==> src/wao_pkg.sv <==
// shared types, constants and helpers of the weighted absolute overlap accumulator
package wao_pkg;

    localparam int MAX_ORBITALS = 8;
    localparam int IDX_W        = $clog2(MAX_ORBITALS);
    localparam int CNT_W        = 4;
    localparam int TRI_DEPTH    = (MAX_ORBITALS * (MAX_ORBITALS + 1)) / 2;
    localparam int SLOT_W       = $clog2(TRI_DEPTH);
    localparam int VAL_W        = 16;
    localparam int WGT_W        = 16;
    localparam int PROD_W       = 2 * VAL_W;
    localparam int TERM_W       = PROD_W + WGT_W;
    localparam int ACC_W        = 64;
    localparam int CMDQ_DEPTH   = 2;
    localparam int RESQ_DEPTH   = 4;

    // request codes of an input item
    localparam logic [1:0] REQ_SAMPLE = 2'd0;
    localparam logic [1:0] REQ_READ   = 2'd1;
    localparam logic [1:0] REQ_CLEAR  = 2'd2;

    typedef struct packed {
        logic [1:0]              req_type;
        logic signed [VAL_W-1:0] grid_value;
        logic [WGT_W-1:0]        point_weight;
    } t_item;

    typedef struct packed {
        logic [IDX_W-1:0] row_index;
        logic [IDX_W-1:0] col_index;
        logic [ACC_W-1:0] overlap_value;
        logic             last_entry;
    } t_result;

    typedef enum logic [1:0] {
        CMD_SAMPLE = 2'd0,
        CMD_READ   = 2'd1,
        CMD_CLEAR  = 2'd2
    } t_cmd_kind;

    typedef struct packed {
        t_cmd_kind        kind;
        logic [IDX_W-1:0] pos;
        logic [VAL_W-1:0] value;
        logic [WGT_W-1:0] weight;
    } t_cmd;

    // matrix dimension in use: zero counts as one, large values clip
    function automatic logic [CNT_W-1:0] eff_count(input logic [CNT_W-1:0] raw);
        logic [CNT_W-1:0] n;
        n = raw;
        if (n == '0) begin
            n = CNT_W'(1);
        end
        if (n > CNT_W'(MAX_ORBITALS)) begin
            n = CNT_W'(MAX_ORBITALS);
        end
        return n;
    endfunction

    // packed lower triangle slot of entry (hi, lo) with lo <= hi
    function automatic logic [SLOT_W-1:0] tri_slot(input logic [IDX_W-1:0] hi,
                                                   input logic [IDX_W-1:0] lo);
        logic [SLOT_W+IDX_W:0] prod;
        prod = (SLOT_W+IDX_W+1)'(hi) * ((SLOT_W+IDX_W+1)'(hi) + (SLOT_W+IDX_W+1)'(1));
        return SLOT_W'(prod >> 1) + SLOT_W'(lo);
    endfunction

    // magnitude of a signed sample as unsigned
    function automatic logic [VAL_W-1:0] abs_val(input logic [VAL_W-1:0] v);
        return v[VAL_W-1] ? (~v + VAL_W'(1)) : v;
    endfunction

endpackage

==> src/wao_front.sv <==
// front end: takes items, tracks position in the point and latches weights
module wao_front import wao_pkg::*; (
    input  logic             i_clk,
    input  logic             i_rst_n,
    input  logic             i_push,
    input  t_item            i_item,
    output logic             o_full,
    input  logic [CNT_W-1:0] i_count,
    output logic             o_cmd_valid,
    output t_cmd             o_cmd,
    input  logic             i_cmd_pop
);

    localparam int QP_W = $clog2(CMDQ_DEPTH);
    localparam int QC_W = $clog2(CMDQ_DEPTH + 1);

    t_cmd             r_q [CMDQ_DEPTH];
    logic [QP_W-1:0]  r_wptr;
    logic [QP_W-1:0]  r_rptr;
    logic [QC_W-1:0]  r_cnt;
    logic [IDX_W-1:0] r_pos;
    logic [WGT_W-1:0] r_weight;

    logic             accept;
    logic             do_push;
    logic             do_pop;
    logic [IDX_W-1:0] pos_eff;
    logic [CNT_W-1:0] pos_inc;
    logic [WGT_W-1:0] weight_use;
    t_cmd             cmd;
    logic [IDX_W-1:0] n_pos;
    logic [WGT_W-1:0] n_weight;

    assign o_full      = (r_cnt == QC_W'(CMDQ_DEPTH));
    assign o_cmd_valid = (r_cnt != '0);
    assign o_cmd       = r_q[r_rptr];
    assign accept      = i_push && !o_full;
    assign do_pop      = i_cmd_pop && o_cmd_valid;

    // lowered count in mid-point restarts at position zero
    assign pos_eff    = ({1'b0, r_pos} >= i_count) ? '0 : r_pos;
    assign pos_inc    = {1'b0, pos_eff} + CNT_W'(1);
    assign weight_use = (pos_eff == '0) ? i_item.point_weight : r_weight;

    always_comb begin
        cmd.kind   = CMD_SAMPLE;
        cmd.pos    = pos_eff;
        cmd.value  = i_item.grid_value;
        cmd.weight = weight_use;
        do_push    = 1'b0;
        n_pos      = r_pos;
        n_weight   = r_weight;
        case (i_item.req_type)
            REQ_SAMPLE: begin
                do_push  = accept;
                n_pos    = (pos_inc >= i_count) ? '0 : pos_inc[IDX_W-1:0];
                n_weight = weight_use;
            end
            REQ_READ: begin
                cmd.kind = CMD_READ;
                do_push  = accept;
                n_pos    = '0;
            end
            REQ_CLEAR: begin
                cmd.kind = CMD_CLEAR;
                do_push  = accept;
                n_pos    = '0;
            end
            default: begin
                do_push = 1'b0;
            end
        endcase
    end

    always_ff @(posedge i_clk) begin
        if (!i_rst_n) begin
            r_pos    <= '0;
            r_weight <= '0;
            r_wptr   <= '0;
            r_rptr   <= '0;
            r_cnt    <= '0;
        end else begin
            if (accept) begin
                r_pos    <= n_pos;
                r_weight <= n_weight;
            end
            if (do_push) begin
                r_wptr <= r_wptr + QP_W'(1);
            end
            if (do_pop) begin
                r_rptr <= r_rptr + QP_W'(1);
            end
            r_cnt <= r_cnt + QC_W'(do_push) - QC_W'(do_pop);
        end
    end

    always_ff @(posedge i_clk) begin
        if (do_push) begin
            r_q[r_wptr] <= cmd;
        end
    end

endmodule

==> config.mk <==
export PLATFORM = sky130hd
export DESIGN_NAME = wao_front
export DESIGN_NICKNAME = d
export VERILOG_FILES = /design/src/wao_pkg.sv /design/src/wao_front.sv
export SDC_FILE = /design/constraint.sdc
export NUM_CORES = 1
export LEC_CHECK = 0
export BUFFER_PORTS_ARGS = -buffer_cell sky130_fd_sc_hd__buf_2
export CORE_MARGIN = 2
export CORE_UTILIZATION = 40
export DETAILED_ROUTE_END_ITERATION = 7
export SYNTH_ARGS = -nofsm -noshare
export SYNTH_HDL_FRONTEND = slang
export SYNTH_SLANG_ARGS = --single-unit
==> constraint.sdc <==
create_clock -name i_clk -period 3.5 [get_ports i_clk]
set_clock_uncertainty 0.15 [all_clocks]
set_input_delay 1.05 -clock i_clk [delete_from_list [all_inputs] [get_ports i_clk]]
set_output_delay 1.05 -clock i_clk [all_outputs]
set_load 0.02 [all_outputs]
; ---- Word-level counts from Yosys, hierarchy flattened
; Memories as Yosys holds them, arrays and structs flattened. A register that Yosys moved wholly into a read port is not among the register bits.
; Cells that the tools add are included.
[classes]
n_reduce_logical = 11
add_sub_neg = 5
mux = 10
magnitude_cmp = 2
eq_ne = 3
[ops]
columns = op, count
row1 = $mux W16, 1
row2 = $mux W3, 2
row3 = $pmux W3 S2, 1
row4 = $mux W1, 5
row5 = $add A3 B1 Y4 const B, 1
row6 = $eq A2 B2 Y1 const B, 2
row7 = $ge A3 B4 Y1, 1
row8 = $ge A4 B4 Y1, 1
row9 = $pmux W2 S2, 1
row10 = $reduce_and A2 Y1, 2
row11 = $reduce_bool A2 Y1, 2
row12 = $logic_not A3 Y1, 1
row13 = $reduce_or A3 Y1, 1
row14 = $add A1 B1 Y1 const B, 2
row15 = $add A2 B1 Y2, 1
row16 = $eq A2 B1 Y1 const B, 1
row17 = $logic_and A1 B1 Y1, 2
row18 = $logic_not A2 Y1, 1
row19 = $reduce_or A2 Y1, 1
row20 = $sub A2 B1 Y2, 1
row21 = $logic_not A1 Y1, 1
[totals]
ff_bits = 23
n_memories = 1
out_inout_bits = 39
word_cells = 37
ramBits = 74
inputBits = 42
[memory_table]
columns = memory, depth, word_bits, read_ports, rd_clocked_by_memory_dff, write_ports, line
row1 = r_q, 2, 37, 1, 1, 1, wao_front.sv:17  ; t_cmd r_q [CMDQ_DEPTH];

; ---- Logic depth before layout (Yosys ltp)
; Gate-level depths: netlist of the first run.
[logic_depth]
word_depth = 6
mapped_depth = 13
ltp_nobuf = 13

; ---- Worst setup path after synthesis of the first run
; Ideal clock, no wire load.
[synth_timing]
path_kind = in2reg
startpoint = input port i_item[32] (netlist bit)
endpoint = memory r_q[0][0] (netlist bit) (enable)
path_buffers = 0
stages = 3
t_arrival_ns = 3.141
path_slack_ns = -0.222
setup_time_ns = 0.431
required_ns = 2.919
path_cell_list = ha_1 nand3b_1 nor2_1
[synth_between]
elab_chain_len = 5
elab_cells_between_ends = 7
classes_between = eq/ne: 2 / mux: 3 / reduce/logical: 2
[synth_lines]
columns = item, line
row1 = "start, declared", wao_front.sv:6  ; input t_item i_item,
row2 = $eq A2 B2 Y1 (tied with other cells), wao_front.sv:53  ; case (i_item.req_type)
row3 = $reduce_or A3 Y1 (no line) (*), -
row4 = $mux W1 (*), wao_front.sv:53
row5 = $mux W1 (*), wao_front.sv:98  ; if (do_push) begin
row6 = $mux W1 (not written as such) (*), wao_front.sv:99  ; r_q[r_wptr] <= cmd;
row7 = "end, declared", wao_front.sv:17
; Mark *: on every way between the ends. The rest lies on a longest branch, timed or not.

; ---- Worst setup path in the final report of the first run
[layout_timing]
startpoint = input port i_count[0]
endpoint = register r_pos[1]
[layout_between]
elab_chain_len = 6
[layout_lines]
columns = item, line
row1 = "start, declared", wao_front.sv:8  ; input logic [CNT_W-1:0] i_count,
row2 = $ge A3 B4 Y1, wao_front.sv:41  ; assign pos_eff = ({1'b0, r_pos} >= i_count) ? '0 : r_pos;
row3 = $mux W3, wao_front.sv:41
row4 = $add A3 B1 Y4, wao_front.sv:42  ; assign pos_inc = {1'b0, pos_eff} + CNT_W'(1);
row5 = $ge A4 B4 Y1, wao_front.sv:56  ; n_pos = (pos_inc >= i_count) ? '0 : pos_inc[IDX_W-1:0];
row6 = $mux W3 (*), wao_front.sv:56
row7 = $pmux W3 S2 (*), wao_front.sv:53
row8 = "end signal, assigned", wao_front.sv:84  ; r_pos <= n_pos;
row9 = "end, declared", wao_front.sv:21  ; logic [IDX_W-1:0] r_pos;
; Marks and branches as above.
; A chain may end at the register's enable or synchronous reset.

==> results of run 1 <==
==> power by group through the flow <==
stage | registers, W | clock network [W] | logic (W)
2_1_floorplan | 0.00145 | 0 | 0.000581
3_3_place_gp | 0.00148 | 0 | 0.000814
3_5_place_dp | 0.00149 | 0 | 0.000825
4_1_cts | 0.00146 | 0.000692 | 0.000832
5_1_grt | 0.00147 | 0.000731 | 0.000889
6_report | 0.00146 | 0.000659 | 0.000820
==> state kept, by name, summed over array words and instances, names as in the netlist, named ones only <==
register	cells
r_pos	3
r_weight	16
r_q	74
r_rptr	1
r_wptr	1
r_cnt	2
==> synth_stat cells (2+ instances only) <==
library cell and number:
mux2i_1 16, edfxtp_1 74, nor2_1 2, buf_2 3, ha_1 15, nor2b_1 4
nand2_1 34, mux2_2 52, a22oi_1 2, dfxtp_1 24, xnor2_1 4, clkbuf_1 5
and2_1 4, inv_1 12, and3_1 2, nand2b_1 2, o21ai_0 2
==> worst min-delay path: stages (launching register included) <==
cell and delay [ps]:
dfxtp_1 320, nand2_1 50, mux2i_1 50
==> kinds of logic after synthesis <==
kind of cell               count (synthesis)  share of synthesized area (%)
AOI/OAI and AO/OA                         11                          2.196
xor gates and xnor gates                   5                          1.053
adders and majority gates                 15                          4.513
buffers and inverters                     22                          2.527
DFF                                       98                          64.98
muxes                                     69                          18.20
and+or+nand+nor                           54                          6.528
==> metrics by stage <==
step	setup TNS [ps]	worst slack (ps)	utilization, %
floorplan	-16630	-222.2	-
global placement	-770.9	-269.4	47.24
detailed placement	-1305	-453.2	47.24
CTS	0	38.95	49.10
global route	-15.29	-15.29	49.33
finish	0	129.8	49.33
==> routing by layer <==
metal | up-vias | part of all wire, %
li1 | 1194 | -
met1 | 1148 | 46
met2 | 66 | 47
met3 | 9 | 5.0
met4 | 0 | 1.7
met5 | - | 0
==> repair_timing <==
item,CTS,global route
setup endpoints to repair,3,3
gates resized for setup,2,4
endpoints found under the hold margin,0,0
pin swaps,0,2
setup buffers,0,1
==> worst paths after layout <==
path	startpoint	to	slack (ps)	cells after the start
setup / recovery	i_count[0]	r_pos[1]	130	11
hold / removal	r_weight[13]	r_weight[13]	310	2
setup reg to reg	r_pos[0]	r_pos[1]	470	11
hold reg to reg	r_weight[13]	r_weight[13]	310	2
==> cell type report <==
class	instances	area share (%)
inverters	12	0.8924
clock buffers	9	2.454
clock inverters	7	1.066
multi-input cells	154	27.64
well taps	136	3.371
flip-flops and latches	98	53.57
repair buffers	99	11.01
==> results.md, run 1 <==
* Switch Pwr at 0.0009131 W
* Syn Std Cell Area at 0.004159 mm2
* Placed cells at 498
* Post-synth top area share at 53.43%
* Power density over the cells at 581.4 mW/mm2
* Met1 GRT Util at 18.00%
* GR Util met3 at 3.004%
* Tcrit/Tclk final at 96.29%
* Placer congestion estimate at 0.8381
* Post-DRT Antenna Nets at 0
* Int Power at 0.002022 W
* Cells taking the most area after synthesis: edfxtp_1, mux2_2, dfxtp_1, ha_1, mux2i_1
* Slowest stage delay, CP at 420 ps
* Die area at 0.01123 mm2
* Crit path time final at 3370 ps
* Worst Tran Pin Value at 706.7 ps
* Syn_nets at 331
* Core Area at 0.01023 mm2
* CTS tree: built
* Logic pwr share at 27.9%
* Hold WS at 306.9 ps
* DRT Pass-1 Iters at 4
* CP required at 3640 ps
* Pin count of the biggest net entering global routing at 42
* Area delta synth->final at 21.36%
* Longest Clk Path Bufs at 2
* Synthesis Warnings at 0
* Synthesized flop and latch total at 98
* Overflow left after global routing at 0
* Vias in the first global route at 2414
* Die width at 106.0 um
* CP max FO at 3
* Met2 usage at 22.49%
* Sw frac at 31.11%
* Commonest non-fill, non-tap cell in the layout: buf_2
* Worst rel slew slack at 52.89%
* Slowest library cell on the worst path: a2111oi_4
* Critical path cell sequence: buf_2 -> ha_1 -> nand2b_4 -> a211oi_4 -> o21ai_2 -> ha_1 -> ha_1 -> a211o_1 -> a2111oi_4 -> a22oi_1 -> nor2b_1
* Final Power at 0.002935 W
* Total CTS buffers at 9
* Grt peak-use layer: met2
* Worst vdd ir at 0.2581 mV
* Clk_lat worst skew at 350 ps
* Most frequent cells in the layout: buf_2, edfxtp_1, mux2_2
* # setup viols final at 0
* Port-buffer cells at 80
* Syn_area_per_cell at 15.18 um2
* Final instance area at 0.005047 mm2
* Antenna diodes at 0
* EDFF count, synth at 74
* Fmax at 0.2967 GHz
* Final std cells w/o fill at 515
* Die Y at 106.0 um
* Hold Crit Class: flip-flop to flip-flop
* Layout cells sized above 1 at 46.97%
* Area occupied by multi-input gates at 0.001395 mm2
* Clk pin slew, worst setup/hold paths at 90 ps
* IO Pins at 81
* Syn Inst Count at 274
* Distinct cells, synth at 34
* Routed len/inst at 14.79 um
* Layout net count at 431
* Buf+Inv Stages, Crit Path at 1
* Register Area at 0.002704 mm2
* Initial antenna violation count at 0
* Tot GR Track Use at 13.92%
* Cell repeated most along the worst path: ha_1
* Max cap viols at 0
* First-pass GRT wire length at 11950 um
* Initial core utilization at 40.65%
* H-tree Lvls at 3
* DP HPWL at 5140 um
* Ys async rst share at 0%
* Leakage Power at 1.994 nW
* Hold Violations, Final at 0
* Leading area contributor after synthesis: edfxtp_1
* CP top delay family: compound AO/OA/AOI/OAI gates
* CP arrival at 3510 ps
* Via density at 4.693
* Area post-placement at 0.004833 mm2
* Initial drt markers at 60
* Routed WL at 7618 um
* Setup crit end kind: flip-flop
* DRC at 0
* Root Driver: clkbuf_8
* Register area share after synthesis at 64.98%
* Synth Flop Type: edfxtp_1
* Rows at 37
* Crit path kind: input pin to flip-flop
* Seq pwr share at 49.6%
* Hold_buf cts at 0
* Clock sink total at 98
* Slew Viols, Final at 0
* Status: finished, final reports clean
* Startpoint types: input pin
* Fillcell total at 946
* Via count at 2417
* Clock Power Share at 22.4%
Power figures use the tool's default switching activity.
==> run 2: changes to the inputs <==
--- a/config.mk
+++ b/config.mk
@@ -9,6 +9,7 @@
 export CORE_MARGIN = 2
 export CORE_UTILIZATION = 40
 export DETAILED_ROUTE_END_ITERATION = 7
+export PLACE_DENSITY_LB_ADDON = 0.05
 export SYNTH_ARGS = -nofsm -noshare
 export SYNTH_HDL_FRONTEND = slang
 export SYNTH_SLANG_ARGS = --single-unit
==> run 2 against run 1 <==
Compared with the run above:
- sequential cell count stayed put
- total power is 0.24% lower
- critical endpoint unchanged
- global-route usage is 0.13 points lower
- worst hold slack better by 3.1 ps
- highest routed layer unchanged
- die area stayed put
==> results.md, run 2 (same netlist as run 1, synthesis figures left out) <==
* Status: finished, final reports clean
* Pin count of the biggest net entering global routing at 42
* CP max FO at 3
* Seq pwr share at 49.3%
* Critical path cell sequence: buf_2 -> ha_1 -> nand2b_4 -> a211oi_4 -> o21ai_1 -> ha_1 -> ha_1 -> a211o_1 -> a2111oi_4 -> a22oi_1 -> nor2b_1
* Area occupied by multi-input gates at 0.001403 mm2
* Vias in the first global route at 2428
* Die area at 0.01123 mm2
* DRC at 0
* DRT Pass-1 Iters at 4
* Sw frac at 30.87%
* Layout cells sized above 1 at 46.54%
* Final std cells w/o fill at 512
* Int Power at 0.002024 W
* Hold Crit Class: flip-flop to flip-flop
* DP HPWL at 4911 um
* Initial antenna violation count at 0
* Placer congestion estimate at 0.8192
* Placed cells at 496
* Largest register FFs at 74
* Tot GR Track Use at 13.79%
* Core Area at 0.01023 mm2
* Overflow left after global routing at 0
* Via density at 4.748
* H-tree Lvls at 3
* Rows at 37
* Worst setup margin at 142.7 ps
* Worst vdd ir at 0.2648 mV
* Fmax at 0.2979 GHz
* Post-CTS setup buffers at 0
* Unrepaired setup endpoints after global routing: false
* Post-DRT Antenna Nets at 0
* Fillcell total at 917
* Commonest non-fill, non-tap cell in the layout: buf_2
* Clock Power Share at 22.2%
* Pre-CTS setup slack at -428.9 ps
* Worst rel slew slack at 54.37%
* Hold_buf cts at 0
* First-pass GRT wire length at 11730 um
* Die Y at 106.0 um
* Antenna diodes at 0
* Via count at 2431
* Power density over the cells at 578.6 mW/mm2
* CP arrival at 3500 ps
* Largest register by flop count: r_q
* Layout net count at 428
* Slowest stage delay, CP at 420 ps
* Routed len/inst at 14.79 um
* Tcrit/Tclk final at 95.92%
* Sum Neg Setup Slack at 0 ps
* Die width at 106.0 um
* Routed WL at 7574 um
* Initial core utilization at 40.65%
* Register Area at 0.002704 mm2
* Area delta synth->final at 21.66%
* # setup viols final at 0
* CTS tree: built
* Clk_lat worst skew at 350 ps
* Largest registers: r_q (74), r_weight (16), r_pos (3)
* Setup crit end kind: flip-flop
* Startpoint types: input pin
* Root Driver: clkbuf_8
* Crit path kind: input pin to flip-flop
* Hold Violations, Final at 0
* Clock sink total at 98
* Max cap viols at 0
* CP required at 3640 ps
* Port-buffer cells at 80
* Longest Clk Path Bufs at 2
* Cell repeated most along the worst path: ha_1
* Slowest library cell on the worst path: a2111oi_4
* Switch Pwr at 0.0009039 W
* Logic pwr share at 28.4%
* Worst Tran Pin Value at 684.5 ps
* Leakage Power at 1.989 nW
* Initial drt markers at 66
* Clk pin slew, worst setup/hold paths at 90 ps
* Total CTS buffers at 9
* Most frequent cells in the layout: buf_2, edfxtp_1, mux2_2
* Crit path time final at 3357 ps
* Slew Viols, Final at 0
* IO Pins at 81
## run 2: power groups by stage
stage | clock [W] | combinational (W) | sequential [W]
after global routing | 0.000732 | 0.000901 | 0.00146
after CTS | 0.000679 | 0.000845 | 0.00145
final | 0.000651 | 0.000832 | 0.00144
after floorplan | 0 | 0.000581 | 0.00145
after detailed placement | 0 | 0.000837 | 0.00147
after global placement | 0 | 0.000832 | 0.00147
## run 2: layout make-up
class / instances / area share (%)
Sequential cell: 98 / 53.44
Clock buffer: 9 / 2.448
Multi-Input combinational cell: 154 / 27.72
Inverter: 12 / 0.8902
Timing Repair Buffer: 96 / 11.03
Clock inverter: 7 / 1.113
Tap cell: 136 / 3.363
## run 2: path summary, 6_finish.rpt
kind	startpoint	endpoint	slack [ps]	cells after the start
max	i_count[0]	r_pos[1]	140	11
min	r_weight[7]	r_weight[7]	310	2
max reg2reg	r_pos[0]	r_pos[1]	510	11
min reg2reg	r_weight[7]	r_weight[7]	310	2
## run 2: what timing repair did
action | in CTS | in global routing
endpoints found under the setup margin | 2 | 3
pin swaps | 0 | 4
gates resized for setup | 2 | 5
cloned | 0 | 0
## run 2: worst max-delay path, delay by kind of cell
kind / cells / cell delay [ps]
compound gates: 5 / 1160
fa+ha+maj: 3 / 890
simple gates: 2 / 290
buf+inv: 1 / 110
## run 2: layer usage
metal  vias up  global-route usage (%)  wire [um]
met5         -                       0          0
met4         0                   5.733        148
met3        13                   3.801        378
met2        61                   23.09       3707
met1      1170                   16.83       3340
li1       1187                       -          -
## run 2: through the flow
step	utilization, %	hold WS, ps	power [W]	cell area (um2)
floorplan	-	281.3	0.002033	4159
global placement	47.34	288.4	0.002300	4843
detailed placement	47.34	293.5	0.002311	4843
CTS	49.22	312.8	0.002972	5036
global route	49.46	330.4	0.003091	5060
finish	49.46	310.0	0.002928	5060
==> run 3: changes to the inputs <==
--- a/config.mk
+++ b/config.mk
@@ -6,6 +6,7 @@
 export NUM_CORES = 1
 export LEC_CHECK = 0
 export BUFFER_PORTS_ARGS = -buffer_cell sky130_fd_sc_hd__buf_2
+export CORE_ASPECT_RATIO = 1.75
 export CORE_MARGIN = 2
 export CORE_UTILIZATION = 40
 export DETAILED_ROUTE_END_ITERATION = 7
@@ -13,3 +14,4 @@
 export SYNTH_ARGS = -nofsm -noshare
 export SYNTH_HDL_FRONTEND = slang
 export SYNTH_SLANG_ARGS = --single-unit
+export TNS_END_PERCENT = 10
==> run 3 against run 2 <==
Compared with the run above:
- core utilization is 1.8 points higher
- wire length is 2.3% higher
- via count rose by 2.1%
- first-iteration DRC count is 27% higher
- critical path type unchanged
- non-clock buffer count rose by 2
- final cell count down 1.4%
- critical path depth unchanged
- maximum frequency up 1.5%
- largest cell class unchanged
- sequential share of layout area is 1.6 points lower
- combinational power shrank 2%
- worst setup slack gained 48 ps
- die area is 0.29% higher
- highest routed layer unchanged
==> results.md, run 3 (same netlist as run 1, synthesis figures left out) <==
* Initial drt markers at 84
* First-pass GRT wire length at 12230 um
* Unrepaired setup endpoints after global routing: false
* Commonest non-fill, non-tap cell in the layout: buf_2
* DP HPWL at 5125 um
* Largest register FFs at 74
* Worst vdd ir at 0.3208 mV
* Largest registers: r_q (74), r_weight (16), r_pos (3)
* Crit. Startpoint: i_count[0]
* Startpoint types: input pin
* H-tree Lvls at 3
* Final instance area at 0.005219 mm2
* Cell repeated most along the worst path: ha_1
* Tcrit/Tclk final at 94.55%
* Placer congestion estimate at 0.7207
* Rows at 49
* Critical path cell sequence: buf_6 -> ha_4 -> nand2b_4 -> a211oi_4 -> o21ai_2 -> ha_1 -> ha_1 -> a211o_1 -> a2111oi_4 -> a22oi_1 -> nor2b_1
* Die Y at 138.9 um
* Crit path time final at 3309 ps
* Hold path start: r_weight[4]
* Die area at 0.01126 mm2
* Total CTS buffers at 9
* Antenna diodes at 0
* Worst setup margin at 190.8 ps
* Clk pin slew, worst setup/hold paths at 60 ps
* Clk_lat worst skew at 330 ps
* Die width at 81.08 um
* Initial core utilization at 40.87%
* Crit path kind: input pin to flip-flop
* Slowest stage delay, CP at 410 ps
* Root Driver: clkbuf_16
* CP arrival at 3430 ps
* Sum Neg Setup Slack at 0 ps
* Worst Tran Pin Value at 721.0 ps
* Initial antenna violation count at 0
* Area delta synth->final at 25.48%
* Hold Violations, Final at 0
* Longest Clk Path Bufs at 2
* Slowest library cell on the worst path: a2111oi_4
* Worst rel slew slack at 51.93%
* Leakage Power at 2.051 nW
* Most frequent cells in the layout: buf_2, edfxtp_1, mux2_2
* Status: finished, final reports clean
* CTS tree: built
* Power density over the cells at 636.4 mW/mm2
* Fillcell total at 937
* Pre-CTS setup slack at -403.3 ps
* Via density at 4.917
* Setup crit end kind: flip-flop
* CP required at 3620 ps
* Pin count of the biggest net entering global routing at 42
* Post-DRT Antenna Nets at 0
* Slew Viols, Final at 0
* Layout net count at 430
* DRT Pass-1 Iters at 4
* Area post-placement at 0.004822 mm2
* Routed len/inst at 15.34 um
* Clock sink total at 98
* Core Area at 0.01018 mm2
* Worst R2R Start: r_pos[0]
* Routed WL at 7748 um
* Port-buffer cells at 80
* Post-CTS setup buffers at 0
* CP max FO at 3
* Largest register by flop count: r_q
* DRC at 0
* Layout cells sized above 1 at 48.41%
* IO Pins at 81
* Overflow left after global routing at 0
* Max cap viols at 0
* Hold Crit Class: flip-flop to flip-flop
* Vias in the first global route at 2552
* # setup viols final at 0
* Tot GR Track Use at 14.56%
* Fmax at 0.3022 GHz
* Via count at 2483
[run 3: through the flow]
step	utilization (%)	hold WS [ps]	cells	power, W
after floorplan	-	281.3	274	0.002033
after global placement	47.38	289.0	489	0.002304
after detailed placement	47.38	296.1	489	0.002314
after CTS	50.64	308.5	505	0.003358
after global routing	51.28	322.6	505	0.003484
final	51.28	306.1	505	0.003321
[run 3: cell type report]
class	count	area (um2)	area share, %
clock buffer	10	229.0	4.387
multi-input combinational	154	1438	27.55
inverter	12	45.04	0.8631
sequential	98	2704	51.81
timing repair buffer	98	554.3	10.62
clock inverter	6	90.09	1.726
tap	127	158.9	3.045
[run 3: path summary, 6_finish.rpt]
check / cells past startpoint / to / slack, ps
min reg2reg: 2 / r_weight[4] / 310
max reg2reg: 11 / r_pos[0] / 480
min: 2 / r_weight[4] / 310
max: 11 / r_pos[0] / 190
[run 3: worst max-delay path: cells and delay by family]
family	cells	cell delay [ps]
compound gates	5	1190
fa+ha+maj	3	810
buf+inv	1	100
simple gates	2	260
[run 3: power breakdown]
group / leakage, nW / internal, W / switching [W]
Sequential: 0.885 / 0.00140 / 0.0000686
Combinational: 1.01 / 0.000365 / 0.000450
Clock: 0.153 / 0.000629 / 0.000411
[run 3: what timing repair did]
action / in CTS / in global routing
endpoints found under the setup margin: 2 / 3
resized for setup: 1 / 14
hold buffers: 0 / 0
pin swaps: 0 / 8
[run 3: metal layers]
layer	vias to the layer above	routed length, um	GRT usage, %
li1	1197	-	-
met1	1204	3039	16.02
met2	69	4158	25.92
met3	13	390	3.320
met4	0	159	6.334
met5	-	0	0
